[src/rtl/core/double_hash_set_insert_defines.svh]
// Assertion macros for the double-hash set insert block.
// Included by the RTL files that carry concurrent checks; no other dependencies.
`ifndef DOUBLE_HASH_SET_INSERT_DEFINES_SVH
`define DOUBLE_HASH_SET_INSERT_DEFINES_SVH
`ifndef SYNTHESIS
// same-cycle implication
`define DHSI_ASSERT_IMP(label, clk, rst_n, a, c) \
  label: assert property (@(posedge clk) disable iff (!rst_n) (a) |-> (c)) \
    else $error("dhsi assertion failed");
// next-cycle implication
`define DHSI_ASSERT_NXT(label, clk, rst_n, a, c) \
  label: assert property (@(posedge clk) disable iff (!rst_n) (a) |=> (c)) \
    else $error("dhsi assertion failed");
`else
`define DHSI_ASSERT_IMP(label, clk, rst_n, a, c)
`define DHSI_ASSERT_NXT(label, clk, rst_n, a, c)
`endif
`endif

[src/rtl/core/dhsi_pkg.sv]
// Shared types, constants and hash/convert functions of the double-hash set insert.
// No dependencies.
`timescale 1ns / 1ps
package dhsi_pkg;

  typedef enum logic [1:0] {
    ST_INSERTED = 2'd0,
    ST_DUPLICATE = 2'd1,
    ST_FULL = 2'd2
  } status_t;

  localparam int MOD_BITS = 4;            // dividend bits retired per cycle
  localparam int MOD_CYCLES = 64 / MOD_BITS;
  localparam int MOD_CW = $clog2(MOD_CYCLES);

  // Fixed-point image of a double: 24 integer bits, 87 fraction bits, one jam bit.
  localparam int MAG_W = 111;
  localparam int FX_W = MAG_W + 2;
  localparam int DF_W = FX_W + 1;
  localparam logic [10:0] FIX_EXP0 = 11'd988;    // exponent whose lsb lands on bit 0
  localparam logic [10:0] FIX_BIG_EXP = 11'd1047; // magnitude 2^24 and up
  // Largest difference that still rounds below 1e-9, scaled by 2^88.
  localparam logic signed [DF_W-1:0] MATCH_LIM = DF_W'(114'h225C17D04DAD29 << 5);

  typedef struct packed {
    logic bad;              // inf or NaN
    logic big;              // finite, magnitude >= 2^24
    logic [FX_W-1:0] fx;    // two's complement fixed point
  } fixed_t;

  typedef struct packed {
    logic load;
    logic clr_step;
    logic mod_step;
    logic seed;
    logic conv;
    logic decide;
  } dp_cmd_t;

  typedef struct packed {
    logic clr_last;
    logic mod_last;
    logic slot_empty;
    logic slot_match;
    logic probe_last;
  } dp_stat_t;

  function automatic logic [31:0] elf_hash(input logic [63:0] b);
    logic [31:0] h;
    logic [31:0] top;
    h = '0;
    for (int k = 0; k < 8; k++) begin
      h = (h << 4) + {24'd0, b[8*k +: 8]};
      top = h & 32'hF000_0000;
      if (top != 32'd0) begin
        h = h ^ (top >> 24);
        h = h ^ top;
      end
    end
    return h;
  endfunction

  function automatic logic [63:0] step_value(input logic [63:0] b);
    logic [10:0] ex;
    logic [52:0] sig;
    logic [63:0] t;
    ex = b[62:52];
    sig = {1'b1, b[51:0]};
    if (ex == 11'h7FF && b[51:0] != 52'd0) begin
      t = '0;
    end else if (b[63]) begin
      t = '0;
    end else if (ex >= 11'd1087) begin
      t = '1;
    end else if (ex < 11'd1023) begin
      t = '0;
    end else if (ex >= 11'd1075) begin
      t = {11'd0, sig} << (ex - 11'd1075);
    end else begin
      t = {11'd0, sig} >> (11'd1075 - ex);
    end
    return {1'b0, t[63:1]} + 64'd1;
  endfunction

  // Restoring remainder over MOD_BITS dividend bits, msb first.
  function automatic logic [7:0] mod_digits(input logic [7:0] rem,
                                            input logic [MOD_BITS-1:0] dig,
                                            input logic [7:0] size);
    logic [8:0] r9;
    logic [7:0] r;
    r = rem;
    for (int k = MOD_BITS - 1; k >= 0; k--) begin
      r9 = {r, dig[k]};
      if (r9 >= {1'b0, size}) r9 = r9 - {1'b0, size};
      r = r9[7:0];
    end
    return r;
  endfunction

  // Bits below the grid are jammed into the lsb; only values under 2^-35 lose bits.
  function automatic fixed_t to_fixed(input logic [63:0] b);
    logic [10:0] ex;
    logic [52:0] sig;
    logic [MAG_W-1:0] mag;
    logic sticky;
    logic [11:0] rs;
    logic [52:0] mask;
    logic [MAG_W:0] jam;
    fixed_t f;
    ex = b[62:52];
    sig = {1'b1, b[51:0]};
    mag = '0;
    sticky = 1'b0;
    rs = '0;
    mask = '0;
    if (ex == 11'd0) begin
      sticky = |b[51:0];
    end else if (ex >= FIX_EXP0) begin
      mag = {{(MAG_W-53){1'b0}}, sig} << (ex - FIX_EXP0);
    end else begin
      rs = {1'b0, FIX_EXP0} - {1'b0, ex};
      if (rs >= 12'd53) begin
        sticky = 1'b1;
      end else begin
        mag = MAG_W'(sig >> rs);
        mask = ~({53{1'b1}} << rs);
        sticky = |(sig & mask);
      end
    end
    jam = {mag, sticky};
    f.fx = b[63] ? (-{1'b0, jam}) : {1'b0, jam};
    f.bad = (ex == 11'h7FF);
    f.big = (ex >= FIX_BIG_EXP) && (ex != 11'h7FF);
    return f;
  endfunction

endpackage

[src/rtl/core/dhsi_ctrl.sv]
// Controller FSM: clearing pass, remainder iterations, probe sequence, result strobe.
// Depends on dhsi_pkg and double_hash_set_insert_defines.svh.
`timescale 1ns / 1ps
`include "double_hash_set_insert_defines.svh"
module dhsi_ctrl (
  input  logic               clk,
  input  logic               rst_n,
  input  logic               start,
  output logic               busy,
  output logic               out_valid,
  output dhsi_pkg::dp_cmd_t  cmd,
  input  dhsi_pkg::dp_stat_t stat
);
  import dhsi_pkg::*;

  typedef enum logic [6:0] {
    S_CLEAR = 7'b0000001,
    S_IDLE  = 7'b0000010,
    S_MOD   = 7'b0000100,
    S_SEED  = 7'b0001000,
    S_RD    = 7'b0010000,
    S_CONV  = 7'b0100000,
    S_CMP   = 7'b1000000
  } state_t;

  state_t state_r, state_nxt;
  logic out_valid_r, out_valid_nxt;
  logic finish;

  assign finish = stat.slot_empty || stat.slot_match || stat.probe_last;

  always_comb begin
    state_nxt = state_r;
    out_valid_nxt = 1'b0;
    cmd = '0;
    case (state_r)
      S_CLEAR: begin
        cmd.clr_step = 1'b1;
        if (stat.clr_last) state_nxt = S_IDLE;
      end
      S_IDLE: begin
        if (start) begin
          cmd.load = 1'b1;
          state_nxt = S_MOD;
        end
      end
      S_MOD: begin
        cmd.mod_step = 1'b1;
        if (stat.mod_last) state_nxt = S_SEED;
      end
      S_SEED: begin
        cmd.seed = 1'b1;
        state_nxt = S_RD;
      end
      S_RD: state_nxt = S_CONV;
      S_CONV: begin
        cmd.conv = 1'b1;
        state_nxt = S_CMP;
      end
      S_CMP: begin
        cmd.decide = 1'b1;
        if (finish) begin
          out_valid_nxt = 1'b1;
          state_nxt = S_IDLE;
        end else begin
          state_nxt = S_RD;
        end
      end
      default: state_nxt = S_IDLE;
    endcase
  end

  always_ff @(posedge clk) begin
    if (!rst_n) begin
      state_r <= S_CLEAR;
      out_valid_r <= 1'b0;
    end else begin
      state_r <= state_nxt;
      out_valid_r <= out_valid_nxt;
    end
  end

  assign busy = (state_r != S_IDLE);
  assign out_valid = out_valid_r;

  `DHSI_ASSERT_NXT(a_strobe_single, clk, rst_n, out_valid_r, !out_valid_r)
  `DHSI_ASSERT_NXT(a_accept_busy, clk, rst_n, start && !busy, busy && !out_valid_r)
  `DHSI_ASSERT_NXT(a_insert_reports, clk, rst_n, (state_r == S_CMP) && stat.slot_empty,
                   out_valid_r && !busy)
  `DHSI_ASSERT_IMP(a_no_result_in_clear, clk, rst_n, state_r == S_CLEAR, !out_valid_nxt)
endmodule

[config.mk]
export PLATFORM = sky130hd
export DESIGN_NAME = dhsi_ctrl
export DESIGN_NICKNAME = d
export VERILOG_FILES = /design/src/rtl/core/dhsi_pkg.sv /design/src/rtl/core/dhsi_ctrl.sv
export VERILOG_INCLUDE_DIRS = /design/src /design/src/rtl/core
export SDC_FILE = /design/constraint.sdc
export NUM_CORES = 1
export LEC_CHECK = 0
export ABC_AREA = 0
export BUFFER_PORTS_ARGS = -buffer_cell sky130_fd_sc_hd__buf_2
export CAP_MARGIN = 40
export CELL_PAD_IN_SITES_DETAIL_PLACEMENT = 1
export CELL_PAD_IN_SITES_GLOBAL_PLACEMENT = 2
export CORE_MARGIN = 2
export CORE_UTILIZATION = 25
export CTS_CLUSTER_DIAMETER = 80
export DETAILED_ROUTE_END_ITERATION = 10
export PLACE_DENSITY = 0.7
export SYNTH_ARGS = -nofsm -noshare
export SYNTH_HDL_FRONTEND = slang
export SYNTH_SLANG_ARGS = --single-unit
[constraint.sdc]
create_clock -name clk -period 2 [get_ports clk]
set_input_delay 0.4 -clock clk [delete_from_list [all_inputs] [get_ports clk]]
set_output_delay 0.4 -clock clk [all_outputs]
set_load 0.02 [all_outputs]
**Word-level counts from Yosys, hierarchy flattened**

Cells that the tools add are included.
Widths: inputs -> output; s select.

- Bits in registers: 8
- Output and inout port bits: 8
- Word-level logic and storage cells: 30

- Eq/ne operators: 11
- Muxes and demuxes: 13
- Reduce and logical (&&, ||, !) cells: 4

Operators by type and width:

| kind | count |
|---|---|
| $pmux 7 s7 | 1 |
| $mux 7 | 3 |
| $mux 1 | 8 |
| $eq 7x1->1 const B | 1 |
| $eq 7x2->1 const B | 1 |
| $eq 7x3->1 const B | 1 |
| $eq 7x4->1 const B | 1 |
| $eq 7x5->1 const B | 1 |
| $eq 7x6->1 const B | 1 |
| $eq 7x7->1 const B | 1 |
| $ne 7x2->1 const B | 1 |
| $ne 2x2->1 const B | 3 |
| $mux 5 | 1 |
| $reduce_and 3->1 | 1 |
| $logic_or 1x1->1 | 2 |
| $reduce_and 2->1 | 1 |

**Depth between registers and ports, before layout**

- Depth in word-level cells: 4
- Gate-level depth with buffers: 4
- Mapped depth without buffers: 4

**Worst setup path after synthesis**

OpenSTA, ideal clock, no wires.

- Path type: flip-flop to output port
- From: register state_r[2]
- To: output port cmd[5] (netlist bit)
- Arrival: 1.414 ns
- Data required time: 1.600 ns
- Path slack: 0.186 ns
- Cell stages (with the launch flop): 4
- Buffers on the path: 0
- Cell sequence: dfxtp_1 nor3_1 nand4b_1 nor2_1

RTL lines:

| element | line | RTL |
|---|---|---|
| from (decl) | dhsi_ctrl.sv:26 | `state_t state_r, state_nxt;` |
| from (signal assigned) | dhsi_ctrl.sv:78 | `state_r <= state_nxt;` |
| to (decl) | dhsi_ctrl.sv:11 | `output dhsi_pkg::dp_cmd_t cmd,` |

==> flow_summary.ini <==
[clock_tree]
h-tree-depth = 1
cts_tree = built
insertion_delay_ns = 0.26
numCtsBuffers = 3
cts_root_buf = clkbuf_4
cts_hold_buffers = 0
clk_pin_slew_worst_paths_ns = 0.06
clk_path_buf_depth = 2
clock_sink_count = 8

[setup_path]
crit_family = simple AND/OR/NAND/NOR gates
slowest_delay_ns = 0.49
crit_path_top_delay_cell = or4b_1
start_kind = flop
critPathLaunch = state_r[5]
reg2reg_setup_slack_ns = 0.44
r2r_end = state_r[6]
end_kind = output pin
r2r_start = state_r[1]
reg2regPathDepth = 4
crit_path_end = cmd[2]
worstPathCellList = nor2_4, nand2_1, or4b_1, inv_1, buf_2
crit_type = reg -> out
path_max_fanout = 6
required_ns = 1.60
cp.depth = 5
critPathBufInv = 2
critPathArrivalTime_ns = 1.55

[detailed_routing]
wl_per_cell_um = 14.36
drtIter0Drc = 6
ant_nets = 0
drcViolationCount = 0
dr.pass1.iters = 3
viasPerCell = 5.471
vias = 476
wirelength_um = 1249

[final_layout]
antenna_cells = 0
finalNonFillerCells = 87
nets = 80
n_fill_cell = 213
most-common-layout-cells = buf_2, nor2_1
syn2layout_area_growth_pct = 36.02
final_common_cell = buf_2
drive_above_1_share_pct = 41.43

[job]
drv_cap = 0

[floorplanning]
start_util_pct = 25.99
io_pins = 16
die_h_um = 45.68
row_count = 15
die_w_um = 45.68
fp.dieArea_um2 = 2086
core-area_um2 = 1670

[sta]
setup_viol = 0
max_slew_margin_pct = 73.59
fmax_mhz = 511.9
worst_slack_ns = 0.04657
fin_crit_sh_pct = 97.67
skew_ns = 0.001142
layout_min_cycle_time_ns = 1.953
slew_viol_final = 0
rsz0062_at_grt = yes
tightest_slew_ns = 0.3944
final_hold_viol_count = 0

[yosys]
synthArstFlopShare_pct = 0
yosys_warnings = 0
ys.flop_type = dfxtp_1
synth-seq-cells = 8
syn_avg_cell_area_um2 = 8.349
synth.distinct_cells = 23
syn_area_um2 = 434.2
synth_cells = 52
synth_sequential_area_ratio_pct = 36.89
syn_nets = 60
synth_edf_count = 0

[global_routing]
first_global_vias = 407
track_usage_pct = 12.69
grt_pass1_wl_um = 1821
overflow = 0
grt_max_degree = 8
antenna_found_initial = 0

[placement]
io_buffers = 15
dp_hpwl_um = 988.8
dpl.cell_count = 84
gp_congestion = 0.7619
pre_cts_ws_ns = 0.1878

[power]
ir_drop_uv = 317.7
leakage_uw = 0.0002613
power_density_nw_per_um2 = 613.2

[hold_path]
hold_path.class = in -> reg
hold_depth = 2

[outcome]
status = finished, final reports clean
==> what timing repair did <==
item	in CTS	in global routing
setup endpoints to repair	4	4
gates resized for setup	3	8
pin swaps	0	0
buffers inserted	0	0
==> cell usage after synthesis (2+ instances only) <==
library cell	instances	area (µm²)
dfxtp_1	8	160.2
nor2_1	7	26.28
inv_1	4	15.01
o211ai_1	4	30.03
nand2_1	3	11.26
nor3b_1	3	22.52
a21oi_1	2	10.01
nand4b_1	2	17.52
nor3_1	2	10.01
nor4_1	2	12.51
nor4b_1	2	17.52
o21ai_0	2	10.01
==> layout make-up <==
cell class | instances | area, µm² | area share (%)
Inverter | 4 | 15.01 | 2.542
Tap cell | 17 | 21.27 | 3.602
Multi-Input combinational cell | 39 | 284.0 | 48.09
Clock buffer | 3 | 22.52 | 3.814
Timing Repair Buffer | 16 | 82.58 | 13.98
Sequential cell | 8 | 165.2 | 27.97
==> metal layers <==
metal	GRT usage, %	share of wire (%)
met5	0	0
met3	2.381	5.5
met2	17.18	47
met1	17.75	46
met4	8.824	1.5
==> worst min-delay path by stage <==
stage,from,to,slack (ns)
finish,stat[4],state_r[0],0.36
global route,stat[4],state_r[0],0.39
CTS,stat[4],state_r[0],0.36
detailed placement,state_r[4],state_r[5],0.53
global placement,state_r[6],state_r[6],0.52
floorplan,rst_n,state_r[0],0.48
==> stage by stage <==
stage | TNS (ns) | instance area, µm² | util [%] | power, µW | hold slack [ns]
finish | 0 | 590.6 | 35.36 | 362.1 | 0.3645
detailed placement | 0 | 530.5 | 31.76 | 232.5 | 0.5302
floorplan | 0 | 434.2 | - | 208.3 | 0.4762
global route | -0.02531 | 590.6 | 35.36 | 379.7 | 0.3910
CTS | -0.03432 | 566.8 | 33.93 | 364.2 | 0.3632
global placement | 0 | 530.5 | 31.76 | 232.0 | 0.5187
==> flip-flops by register name, indices dropped and copies added, names as in the netlist <==
signal,cells
state_r,7
out_valid,1
==> kinds of logic (layout without fill, tap and decap cells) <==
kind of cell | count (synthesis) | in the layout | share of synthesized area (%)
xor gates and xnor gates | 2 | 2 | 4.035
and+or+nand+nor | 26 | 26 | 36.60
buffers and inverters | 5 | 23 | 5.187
DFF | 8 | 8 | 36.89
AOI/OAI and AO/OA | 11 | 11 | 17.29
==> power breakdown <==
group	total, µW	internal, µW	switching, µW
Sequential	174	165	8.99
Clock	129	69.0	59.9
Combinational	59.1	25.8	33.3
Note: power is estimated with default switching activity, not from simulation.
